==> src/rtl/bdq_pkg.sv <==
package bdq_pkg;

  localparam int unsigned CAPACITY_DEF = 16;
  localparam int unsigned QUEUE_DEPTH = 2;
  localparam int unsigned VALUE_W = 32;

  localparam logic [2:0] REQ_INS_FRONT = 3'd0;
  localparam logic [2:0] REQ_INS_BACK = 3'd1;
  localparam logic [2:0] REQ_DEL_FRONT = 3'd2;
  localparam logic [2:0] REQ_DEL_BACK = 3'd3;
  localparam logic [2:0] REQ_SEARCH = 3'd4;
  localparam logic [2:0] REQ_DEL_VALUE = 3'd5;

  typedef enum logic [2:0] {
    OP_INS_FRONT,
    OP_INS_BACK,
    OP_DEL_FRONT,
    OP_DEL_BACK,
    OP_SEARCH,
    OP_DEL_VALUE,
    OP_NOP
  } op_e;

  typedef enum logic [1:0] {
    ST_OK = 2'd0,
    ST_FULL = 2'd1,
    ST_EMPTY = 2'd2,
    ST_NOTFOUND = 2'd3
  } status_e;

  typedef struct packed {
    op_e op;
    logic signed [VALUE_W-1:0] value;
  } item_t;

  typedef enum logic [2:0] {
    S_IDLE = 3'b001,
    S_SCAN = 3'b010,
    S_SHIFT = 3'b100
  } state_e;

endpackage

==> src/rtl/bdq_front.sv <==
module bdq_front (
  input  logic                                 clk_i,
  input  logic                                 rst_ni,
  input  logic                                 start_i,
  output logic                                 busy_o,
  input  logic [2:0]                           req_type_i,
  input  logic signed [bdq_pkg::VALUE_W-1:0]   value_i,
  output logic                                 item_valid_o,
  output bdq_pkg::item_t                       item_o,
  input  logic                                 item_pop_i
);

  localparam int unsigned QAW = $clog2(bdq_pkg::QUEUE_DEPTH);
  localparam int unsigned QCW = $clog2(bdq_pkg::QUEUE_DEPTH + 1);

  bdq_pkg::item_t queue_q [bdq_pkg::QUEUE_DEPTH];
  logic [QAW-1:0] wr_ptr_q, wr_ptr_d;
  logic [QAW-1:0] rd_ptr_q, rd_ptr_d;
  logic [QCW-1:0] cnt_q, cnt_d;
  logic           push;
  bdq_pkg::item_t item_in;

  // classify the request kind
  always_comb begin
    item_in.value = value_i;
    case (req_type_i)
      bdq_pkg::REQ_INS_FRONT: item_in.op = bdq_pkg::OP_INS_FRONT;
      bdq_pkg::REQ_INS_BACK:  item_in.op = bdq_pkg::OP_INS_BACK;
      bdq_pkg::REQ_DEL_FRONT: item_in.op = bdq_pkg::OP_DEL_FRONT;
      bdq_pkg::REQ_DEL_BACK:  item_in.op = bdq_pkg::OP_DEL_BACK;
      bdq_pkg::REQ_SEARCH:    item_in.op = bdq_pkg::OP_SEARCH;
      bdq_pkg::REQ_DEL_VALUE: item_in.op = bdq_pkg::OP_DEL_VALUE;
      default:                item_in.op = bdq_pkg::OP_NOP;
    endcase
  end

  assign busy_o = (cnt_q == QCW'(bdq_pkg::QUEUE_DEPTH));
  assign push = start_i && !busy_o;
  assign item_valid_o = (cnt_q != '0);
  assign item_o = queue_q[rd_ptr_q];

  always_comb begin
    wr_ptr_d = wr_ptr_q;
    rd_ptr_d = rd_ptr_q;
    cnt_d = cnt_q;
    if (push) begin
      wr_ptr_d = (wr_ptr_q == QAW'(bdq_pkg::QUEUE_DEPTH - 1)) ? '0 : wr_ptr_q + QAW'(1);
    end
    if (item_pop_i) begin
      rd_ptr_d = (rd_ptr_q == QAW'(bdq_pkg::QUEUE_DEPTH - 1)) ? '0 : rd_ptr_q + QAW'(1);
    end
    if (push && !item_pop_i) begin
      cnt_d = cnt_q + QCW'(1);
    end else if (!push && item_pop_i) begin
      cnt_d = cnt_q - QCW'(1);
    end
  end

  always_ff @(posedge clk_i or negedge rst_ni) begin
    if (!rst_ni) begin
      wr_ptr_q <= '0;
      rd_ptr_q <= '0;
      cnt_q <= '0;
    end else begin
      wr_ptr_q <= wr_ptr_d;
      rd_ptr_q <= rd_ptr_d;
      cnt_q <= cnt_d;
    end
  end

  always_ff @(posedge clk_i) begin
    if (push) begin
      queue_q[wr_ptr_q] <= item_in;
    end
  end

  a_cnt_bound: assert property (@(posedge clk_i) disable iff (!rst_ni)
    cnt_q <= QCW'(bdq_pkg::QUEUE_DEPTH))
    else $error("queue count over depth");

  a_pop_nonempty: assert property (@(posedge clk_i) disable iff (!rst_ni)
    item_pop_i |-> cnt_q != '0)
    else $error("pop from empty queue");

  a_push_count: assert property (@(posedge clk_i) disable iff (!rst_ni)
    (push && !item_pop_i) |=> cnt_q == $past(cnt_q) + QCW'(1))
    else $error("push not counted");

endmodule

==> src/rtl/bdq_back.sv <==
module bdq_back #(
  parameter int unsigned CAPACITY = bdq_pkg::CAPACITY_DEF
) (
  input  logic           clk_i,
  input  logic           rst_ni,
  input  logic           item_valid_i,
  input  bdq_pkg::item_t item_i,
  output logic           item_pop_o,
  output logic           done_o,
  output logic [1:0]     status_o,
  output logic [3:0]     found_position_o,
  output logic [4:0]     entry_count_o
);

  localparam int unsigned AW = (CAPACITY > 1) ? $clog2(CAPACITY) : 1;
  localparam int unsigned CW = $clog2(CAPACITY + 1);

  logic [bdq_pkg::VALUE_W-1:0] mem [CAPACITY];
  logic [bdq_pkg::VALUE_W-1:0] rd_data_q;
  logic                        mem_we;
  logic [AW-1:0]               mem_waddr;
  logic [AW-1:0]               mem_raddr;
  logic [bdq_pkg::VALUE_W-1:0] mem_wdata;

  bdq_pkg::state_e             state_q, state_d;
  logic [AW-1:0]               head_q, head_d;
  logic [CW-1:0]               count_q, count_d;
  logic [CW-1:0]               rd_idx_q, rd_idx_d;
  logic [CW-1:0]               cmp_idx_q, cmp_idx_d;
  logic                        cmp_vld_q, cmp_vld_d;
  logic [bdq_pkg::VALUE_W-1:0] key_q, key_d;
  logic                        del_q, del_d;
  logic                        done_q, done_d;
  bdq_pkg::status_e            status_q, status_d;
  logic [3:0]                  pos_q, pos_d;
  logic                        issue;
  logic                        is_full;
  logic                        is_empty;
  logic [AW-1:0]               head_dec;
  logic [AW-1:0]               head_inc;

  // list position to circular slot
  function automatic logic [AW-1:0] phys(input logic [AW-1:0] head, input logic [CW-1:0] idx);
    logic [CW:0] s;
    s = (CW+1)'(head) + (CW+1)'(idx);
    if (s >= (CW+1)'(CAPACITY)) begin
      s = s - (CW+1)'(CAPACITY);
    end
    return AW'(s);
  endfunction

  assign is_full = (count_q == CW'(CAPACITY));
  assign is_empty = (count_q == '0);
  assign head_dec = (head_q == '0) ? AW'(CAPACITY - 1) : head_q - AW'(1);
  assign head_inc = (head_q == AW'(CAPACITY - 1)) ? '0 : head_q + AW'(1);
  assign issue = (rd_idx_q < count_q);
  assign mem_raddr = phys(head_q, rd_idx_q);

  always_comb begin
    state_d = state_q;
    head_d = head_q;
    count_d = count_q;
    rd_idx_d = rd_idx_q;
    cmp_idx_d = cmp_idx_q;
    cmp_vld_d = 1'b0;
    key_d = key_q;
    del_d = del_q;
    done_d = 1'b0;
    status_d = status_q;
    pos_d = pos_q;
    item_pop_o = 1'b0;
    mem_we = 1'b0;
    mem_waddr = head_q;
    mem_wdata = rd_data_q;
    case (state_q)
      bdq_pkg::S_IDLE: begin
        if (item_valid_i) begin
          item_pop_o = 1'b1;
          status_d = bdq_pkg::ST_OK;
          pos_d = '0;
          case (item_i.op)
            bdq_pkg::OP_INS_FRONT: begin
              done_d = 1'b1;
              if (is_full) begin
                status_d = bdq_pkg::ST_FULL;
              end else begin
                mem_we = 1'b1;
                mem_waddr = head_dec;
                mem_wdata = item_i.value;
                head_d = head_dec;
                count_d = count_q + CW'(1);
              end
            end
            bdq_pkg::OP_INS_BACK: begin
              done_d = 1'b1;
              if (is_full) begin
                status_d = bdq_pkg::ST_FULL;
              end else begin
                mem_we = 1'b1;
                mem_waddr = phys(head_q, count_q);
                mem_wdata = item_i.value;
                count_d = count_q + CW'(1);
              end
            end
            bdq_pkg::OP_DEL_FRONT: begin
              done_d = 1'b1;
              if (is_empty) begin
                status_d = bdq_pkg::ST_EMPTY;
              end else begin
                head_d = head_inc;
                count_d = count_q - CW'(1);
              end
            end
            bdq_pkg::OP_DEL_BACK: begin
              done_d = 1'b1;
              if (is_empty) begin
                status_d = bdq_pkg::ST_EMPTY;
              end else begin
                count_d = count_q - CW'(1);
              end
            end
            bdq_pkg::OP_SEARCH, bdq_pkg::OP_DEL_VALUE: begin
              if (is_empty) begin
                done_d = 1'b1;
                status_d = (item_i.op == bdq_pkg::OP_SEARCH) ? bdq_pkg::ST_NOTFOUND
                                                             : bdq_pkg::ST_EMPTY;
              end else begin
                state_d = bdq_pkg::S_SCAN;
                key_d = item_i.value;
                del_d = (item_i.op == bdq_pkg::OP_DEL_VALUE);
                rd_idx_d = '0;
              end
            end
            default: begin
              done_d = 1'b1;
            end
          endcase
        end
      end
      bdq_pkg::S_SCAN: begin
        // one read issued per cycle, compared in the next cycle
        if (issue) begin
          rd_idx_d = rd_idx_q + CW'(1);
        end
        cmp_vld_d = issue;
        cmp_idx_d = rd_idx_q;
        if (cmp_vld_q && (rd_data_q == key_q)) begin
          cmp_vld_d = 1'b0;
          if (del_q) begin
            state_d = bdq_pkg::S_SHIFT;
            rd_idx_d = cmp_idx_q + CW'(1);
          end else begin
            state_d = bdq_pkg::S_IDLE;
            done_d = 1'b1;
            pos_d = 4'(cmp_idx_q);
          end
        end else if (cmp_vld_q && (cmp_idx_q == count_q - CW'(1))) begin
          cmp_vld_d = 1'b0;
          state_d = bdq_pkg::S_IDLE;
          done_d = 1'b1;
          status_d = bdq_pkg::ST_NOTFOUND;
        end
      end
      bdq_pkg::S_SHIFT: begin
        // close the gap: entry i+1 moves to i
        if (issue) begin
          rd_idx_d = rd_idx_q + CW'(1);
        end
        cmp_vld_d = issue;
        cmp_idx_d = rd_idx_q;
        if (cmp_vld_q) begin
          mem_we = 1'b1;
          mem_waddr = phys(head_q, cmp_idx_q - CW'(1));
          mem_wdata = rd_data_q;
        end
        if (!issue && !cmp_vld_q) begin
          state_d = bdq_pkg::S_IDLE;
          count_d = count_q - CW'(1);
          done_d = 1'b1;
        end
      end
      default: begin
        state_d = bdq_pkg::S_IDLE;
      end
    endcase
  end

  always_ff @(posedge clk_i or negedge rst_ni) begin
    if (!rst_ni) begin
      state_q <= bdq_pkg::S_IDLE;
      head_q <= '0;
      count_q <= '0;
      rd_idx_q <= '0;
      cmp_vld_q <= 1'b0;
      done_q <= 1'b0;
    end else begin
      state_q <= state_d;
      head_q <= head_d;
      count_q <= count_d;
      rd_idx_q <= rd_idx_d;
      cmp_vld_q <= cmp_vld_d;
      done_q <= done_d;
    end
  end

  always_ff @(posedge clk_i) begin
    cmp_idx_q <= cmp_idx_d;
    key_q <= key_d;
    del_q <= del_d;
    status_q <= status_d;
    pos_q <= pos_d;
  end

  always_ff @(posedge clk_i) begin
    if (mem_we) begin
      mem[mem_waddr] <= mem_wdata;
    end
    rd_data_q <= mem[mem_raddr];
  end

  assign done_o = done_q;
  assign status_o = status_q;
  assign found_position_o = pos_q;
  assign entry_count_o = 5'(count_q);

  a_count_bound: assert property (@(posedge clk_i) disable iff (!rst_ni)
    count_q <= CW'(CAPACITY))
    else $error("entry count over capacity");

  a_head_bound: assert property (@(posedge clk_i) disable iff (!rst_ni)
    head_q <= AW'(CAPACITY - 1))
    else $error("head slot out of range");

  a_scan_no_write: assert property (@(posedge clk_i) disable iff (!rst_ni)
    (state_q == bdq_pkg::S_SCAN) |-> !mem_we)
    else $error("store written during scan");

  a_cmp_in_list: assert property (@(posedge clk_i) disable iff (!rst_ni)
    cmp_vld_q |-> cmp_idx_q < count_q)
    else $error("compare beyond stored entries");

  a_full_count: assert property (@(posedge clk_i) disable iff (!rst_ni)
    (done_q && status_q == bdq_pkg::ST_FULL) |-> count_q == CW'(CAPACITY))
    else $error("full reported below capacity");

endmodule

==> src/rtl/bounded_deque_with_search_delete.sv <==
// ordered list of up to CAPACITY signed 32-bit values, position 0 at the front
// request channel: req_type_i and value_i are taken at a rising edge with
// start_i high and busy_o low; a two-beat queue sits ahead of the executor, so
// busy_o rises only when two requests are waiting behind the one in work
// result channel: done_o is high for exactly one cycle per request with
// status_o, found_position_o and entry_count_o; the receiver cannot stall
// and results leave in request order
// inserts, front/back deletes and unused kinds give a result in the cycle
// after the executor takes them
// search: the scan reads one stored entry per cycle from a store with separate
// read and write ports and registered read, ending at a hit or the last entry
// delete by value: scan to position p, then every entry behind p moves down
// one place and the count drops by one
// the executor takes a new beat the cycle after a short kind, and a search or
// delete by value on a non-empty list holds it until its result is given
// the list is a circular buffer, so front inserts and deletes move no data
// reset empties the list and the queue at once; no clearing pass is needed
module bounded_deque_with_search_delete #(
  parameter int unsigned CAPACITY = bdq_pkg::CAPACITY_DEF
) (
  input  logic                               clk_i,
  input  logic                               rst_ni,
  input  logic                               start_i,
  output logic                               busy_o,
  input  logic [2:0]                         req_type_i,
  input  logic signed [bdq_pkg::VALUE_W-1:0] value_i,
  output logic                               done_o,
  output logic [1:0]                         status_o,
  output logic [3:0]                         found_position_o,
  output logic [4:0]                         entry_count_o
);

  logic           item_valid;
  logic           item_pop;
  bdq_pkg::item_t item;

  bdq_front u_front (
    .clk_i        (clk_i),
    .rst_ni       (rst_ni),
    .start_i      (start_i),
    .busy_o       (busy_o),
    .req_type_i   (req_type_i),
    .value_i      (value_i),
    .item_valid_o (item_valid),
    .item_o       (item),
    .item_pop_i   (item_pop)
  );

  bdq_back #(
    .CAPACITY (CAPACITY)
  ) u_back (
    .clk_i            (clk_i),
    .rst_ni           (rst_ni),
    .item_valid_i     (item_valid),
    .item_i           (item),
    .item_pop_o       (item_pop),
    .done_o           (done_o),
    .status_o         (status_o),
    .found_position_o (found_position_o),
    .entry_count_o    (entry_count_o)
  );

endmodule
==> config.mk <==
export PLATFORM = sky130hd
export DESIGN_NAME = bounded_deque_with_search_delete
export DESIGN_NICKNAME = d
export VERILOG_FILES = /design/src/rtl/bdq_pkg.sv /design/src/rtl/bdq_front.sv /design/src/rtl/bdq_back.sv /design/src/rtl/bounded_deque_with_search_delete.sv
export SDC_FILE = /design/constraint.sdc
export NUM_CORES = 1
export LEC_CHECK = 0
export BUFFER_PORTS_ARGS = -buffer_cell sky130_fd_sc_hd__buf_2
export CAP_MARGIN = 20
export CORE_AREA = 5 5 230 232
export CTS_CLUSTER_DIAMETER = 80
export CTS_CLUSTER_SIZE = 14
export DETAILED_ROUTE_END_ITERATION = 7
export DIE_AREA = 0 0 235 237
export PLACE_DENSITY = 0.81
export SLEW_MARGIN = 0
export SYNTH_ARGS = -nofsm -noshare
export SYNTH_HDL_FRONTEND = slang
export SYNTH_HIERARCHICAL = 1
export SYNTH_SLANG_ARGS = --single-unit
==> constraint.sdc <==
create_clock -name clk_i -period 18.1 [get_ports clk_i]
set_clock_uncertainty 0.05 [all_clocks]
set_input_delay 2.715 -clock clk_i [delete_from_list [all_inputs] [get_ports clk_i]]
set_output_delay 2.715 -clock clk_i [all_outputs]
set_load 0.02 [all_outputs]
After elaboration in Yosys (flattened, before gate mapping):

Memory sizes are Yosys's and may differ from the RTL's. A register that Yosys moved wholly into a read port is not among the register bits.
Cells that the tools add are included.

* $add $sub $neg: 17
* multiply operators: 0
* div/mod/pow operators: 0
* $lt $le $gt $ge: 4
* equal/unequal tests: 31
* shift-type cells: 0
* muxes and demuxes: 78
* bitwise operators: 1
* reductions and logical operators: 32

Operator list (number)
* $mux W32: 4
* $mux W4: 13
* $mux W5: 10
* $eq A32 B32 Y1: 1
* $pmux W4 S2: 4
* $mux W1: 23
* $mux W3: 7
* $pmux W5 S2: 2
* $reduce_and A4 Y1: 5
* $add A4 B5 Y6: 3
* $ge A6 B5 Y1 const B: 3
* $pmux W3 S6: 1
* $sub A4 B1 Y4 const B: 4
* $add A5 B1 Y5 const B: 3
* $eq A3 B2 Y1 const B: 5
* $eq A3 B3 Y1 const B: 5
* $pmux W5 S3: 1
* $mux W2: 7
* $ne A2 B2 Y1 const B: 6
* $reduce_bool A2 Y1: 5
* $sub A5 B1 Y5 const B: 2
* $eq A3 B1 Y1 const B: 3
* $ne A3 B3 Y1 const B: 3
* $pmux W3 S3: 1
* other kinds (25): 42

* register bits after elaboration: 67
* latch bits: 0
* RAM bits: 582
* ROM bits: 0
* input port bits: 38
* output and inout port bits: 13
* logic and storage cells: 179
* memories: 2

Memories
* u_back.mem: words 16, bits a word 32, rd ports 1, clocked after memory_dff 1, write ports 1, line bdq_back.sv:18 `logic [bdq_pkg::VALUE_W-1:0] mem [CAPACITY];`
* u_front.queue_q: words 2, bits a word 35, rd ports 1, clocked after memory_dff 0, write ports 1, line bdq_front.sv:16 `bdq_pkg::item_t queue_q [bdq_pkg::QUEUE_DEPTH];`

Longest topological paths before layout:

An unclocked memory read counts as a cell.

* word-level depth: 8
* depth in mapped cells: 11
* mapped depth without buffers: 10

Modules after synthesis:

The synthesis kept the hierarchy.

By module, submodules not included
* bdq_back: instances 1, cells an instance 1316, area an instance 24531.0 um^2, sequential area each 17813.3 um^2
* bdq_front: instances 1, cells an instance 131, area an instance 2889.0 um^2, sequential area each 2202.1 um^2

Worst setup path before layout:

No wires, ideal clock.

* kind: reg2reg
* start point: register u_back.cmp_idx_q[0]
* end point: memory u_back/mem[6][0] (netlist bit) (enable)
* library setup time: 502 ps
* data arrival time: 5305 ps
* data required time: 17548 ps
* slack: 12243 ps
* stages on the path, launching flop included: 12
* buffers on the path: 1
* period minus slack after synthesis: 5857 ps
* path through: edfxtp_1 inv_1 ha_1 inv_1 ha_1 a21o_1 a21oi_1 xnor2_1 a22o_1 a31oi_2 buf_2 nor4bb_1

* word-level cells in the longest chain between the ends: 6
* elaborated cells on any way between the ends: 7
* those cells by class: 3 x add/sub; 1 x order compare; 3 x mux

RTL lines
* start, declared: line bdq_back.sv:29 `logic [CW-1:0] cmp_idx_q, cmp_idx_d;`
* start signal, assigned: line bdq_back.sv:207 `cmp_idx_q <= cmp_idx_d;`
* $sub A5 B1 Y5 (*): line bdq_back.sv:173 `mem_waddr = phys(head_q, cmp_idx_q - CW'(1));`
* $add A4 B5 Y6 (*): line bdq_back.sv:45 `s = (CW+1)'(head) + (CW+1)'(idx);`
* $ge A6 B5 Y1 / $sub A4 B1 Y4 (equally long branches): line bdq_back.sv:46, bdq_back.sv:47
* $mux W4 (*): line bdq_back.sv:46 `if (s >= (CW+1)'(CAPACITY)) begin`
* $mux W4 (*): line bdq_back.sv:171 `if (cmp_vld_q) begin`
* $pmux W4 S2 (*): line bdq_back.sv:75 `case (state_q)`
* end, declared: line bdq_back.sv:18

Every way passes the cells marked *; elsewhere a longest branch is shown, timed or not.

==> flow_summary.ini <==
[synthesis]
synthTopCellsByArea = edfxtp_1 69%, mux4_2 11%, dfxtp_1 2.3%
yosysSeqAreaShare_pct = 73.00
synth_edf_count = 626
yosysUniqueCellTypes = 78
syn_area_um2 = 27420
async_reset_ff_share_pct = 3.377
synth_nets = 1509
yosys_register_bits = 681
synth_ff_type = edfxtp_1
yosys.area.top_type_share_pct = 68.56
yosysTopAreaCell = edfxtp_1
yosys_warnings = 6
syn_inst = 1447
avgSynthCellArea_um2 = 18.95

[cts]
htree_num_levels = 2
cts_buffer_depth = 3
clk_pin_slew_worst_paths_ps = 70
cts.root.buffer_cell = clkbuf_16
cts.repair.resized = 0
clk_latency_ps = 620
postCtsSetupRepairBufs = 0
cts_hold_buf = 0
tritoncts = yes
cts_sinks = 681
cts_buffers = 54

[global_route]
grt_max_degree = 97
grt_first_pass_wirelength_um = 91180
gr-usage-all-layers_pct = 21.52
antenna_found_initial = 0
grt-ovfl-total = 0
grt_pass1_vias = 14541

[timing]
fmax_mhz = 200.0
fin_tns_setup_ps = 0
slew_viol_final = 0
grt_setup_unrepaired = no
setup_violations = 0
hold_viol = 0
period_minus_slack_ps = 5000
holdWs_ps = 455.2
fin_crit_sh_pct = 27.62
tightestPinTransition_ps = 1158
max_slew_margin_pct = 22.53

[pwr]
power_frac_comb_pct = 37.9
ir_drop_mv = 0.1724
p_leak_nw = 9.987
power-per-cell-area_nw_per_um2 = 183.5
p_clk_share_pct = 19.7
internal-power_mw = 3.664
swShare_pct = 34.16
power_frac_seq_pct = 42.5
p_switching_mw = 1.901

[setup_path]
r2r_slack_ps = 13100
arrival_ps = 5240
required_ps = 18340
worstSetupPathType = reg2reg
reg2reg_depth = 9
worstSetupStartpointType = flip-flop
critPathMaxStageDelay_ps = 990
crit_fanout = 36
cp-end-kind = flip-flop
rr_endpoint = u_back/mem[10][7]$_DFFE_PP_
path_depth = 9
worstPathCellList = buf_4, mux2_2, nor2_1, and2_1, o22ai_1, a221oi_2, inv_2, a211oi_4, buf_4
critPathTopFamily = compound AO/OA/AOI/OAI gates
cpMaxStageDelayCell = a211oi_4
cp_num_buf_inv = 3
r2r_start = u_front/rd_ptr_q$_DFFE_PN0P_
cpMostUsedCell = buf_4

[floorplanning]
dieArea_um2 = 55700
fp.dieW_um = 235
rows = 83
die_h_um = 237
initial_core_util_pct = 54.00
core_area_um2 = 50780
io_pins = 51

[final_layout]
fin_nets = 1577
drive_gt1_share_pct = 24.49
fillers = 3465
diodes = 0
multi_input_area_um2 = 7148
areaGrowthSynthToFinish_pct = 10.59
area.sequential_um2 = 20020

[drt]
drt-initial-drc-count = 1732
drc = 0
viasPerCell = 6.294
wl_um = 59630
vias = 14098
firstDrtPassIters = 6
antenna_left = 0
wire_per_inst_um = 26.62

[min_path]
min_from = u_front/cnt_q[1]$_DFFE_PN0P_
min_path_type = reg2reg
hold-path-cell-count = 1
holdPathEnd = u_front/cnt_q[1]$_DFFE_PN0P_

[placed_design]
place.gp.congestion = 0.8689
hpwl_um = 34710
place.port_buffers = 50

[status]
status = completed

[flow_run]
maxCapViolCount = 0
-- cell families (layout without fill, tap and decap cells) --
kind of cell / Yosys count / after routing / synth area share (%)
flip-flops: 681 / 681 / 73.00
AND/OR/NAND/NOR: 227 / 227 / 4.476
XOR/XNOR: 60 / 60 / 1.917
multiplexers: 199 / 199 / 13.82
buffers and inverters: 99 / 212 / 1.679
adder cells (fa/ha/maj): 24 / 24 / 1.177
AO/OA/AOI/OAI: 157 / 157 / 3.938
-- power by group through the flow --
stage	combinational (mW)	clock (mW)	sequential, mW
4_1_cts	2.11	1.12	2.36
5_1_grt	2.27	1.18	2.38
6_report	2.11	1.10	2.36
3_3_place_gp	2.01	0	2.38
2_1_floorplan	1.51	0	2.36
3_5_place_dp	2.10	0	2.39
-- per-stage QoR --
stage / setup slack, ps / cell area [µm²] / util (%) / total power, mW / std cells
finish: 13100 / 30320 / 59.71 / 5.566 / 2240
global route: 12870 / 30320 / 59.71 / 5.836 / 2240
CTS: 13080 / 30270 / 59.61 / 5.591 / 2237
detailed placement: 13120 / 28700 / 56.51 / 4.490 / 2136
global placement: 13130 / 28550 / 56.22 / 4.391 / 2127
floorplan: 12240 / 27420 / - / 3.875 / 1447
-- state kept, by name (all words and copies together) (netlist names) --
name and cells:
u_back/mem 512, u_front/queue_q 70, u_back/key_q 32, u_back/rd_data_q 32, u_back/cmp_idx_q 5, u_back/entry_count_o 5, u_back/rd_idx_q 5, u_back/found_position_o 4
u_back/head_q 4, u_back/state_q 3, u_back/status_o 2, u_front/cnt_q 2, u_back/cmp_vld_q 1, u_back/del_q 1, u_back/done_o 1, u_front/rd_ptr_q 1
u_front/wr_ptr_q 1
-- cells in the final DEF, fill, tap and decap left out, drive strengths merged, types with 38 or more instances in the layout --
cell type	n
xor2	39
buf	85
edfxtp	626
a31oi	38
nand2	89
clkbuf	98
and2	38
mux2	69
mux4	128
a211oi	42
-- cell usage after synthesis, drive strengths merged, types with 22 or more instances --
library cell  count
buf              30
and2             38
mux4            128
mux2             69
dfxtp            32
edfxtp          626
inv              26
nand2            89
xor2             39
a211oi           42
a31oi            38
nor2             28
dfrtp            22
clkbuf           43
-- final cells by class --
class | instances | area share (%)
multi-input cells | 667 | 23.57
well taps | 680 | 2.806
clock buffers | 98 | 5.071
flip-flops and latches | 681 | 66.01
clock inverters | 3 | 0.1114
inverters | 26 | 0.3218
repair buffers | 85 | 2.104
-- routing by layer --
layer | global-route usage [%] | part of all wire [%]
met1 | 29.80 | 39
met2 | 35.16 | 49
met3 | 4.193 | 8.5
met4 | 6.848 | 2.9
met5 | 0 | 0
-- worst max-delay path by stage --
stage | startpoint | to | slack, ps
after CTS | u_front/rd_ptr_q$_DFFE_PN0P_ | u_back/mem[10][7]$_DFFE_PP_ | 13080
after global placement | u_front/rd_ptr_q$_DFFE_PN0P_ | u_back/mem[12][28]$_DFFE_PP_ | 13130
after floorplan | u_back/cmp_idx_q[0]$_DFFE_PP_ | u_back/mem[6][0]$_DFFE_PP_ | 12240
final | u_front/rd_ptr_q$_DFFE_PN0P_ | u_back/mem[10][7]$_DFFE_PP_ | 13100
after global routing | u_front/rd_ptr_q$_DFFE_PN0P_ | u_back/mem[10][12]$_DFFE_PP_ | 12870
after detailed placement | u_front/rd_ptr_q$_DFFE_PN0P_ | u_back/mem[10][5]$_DFFE_PP_ | 13120
(Power assumes the default switching activity.)
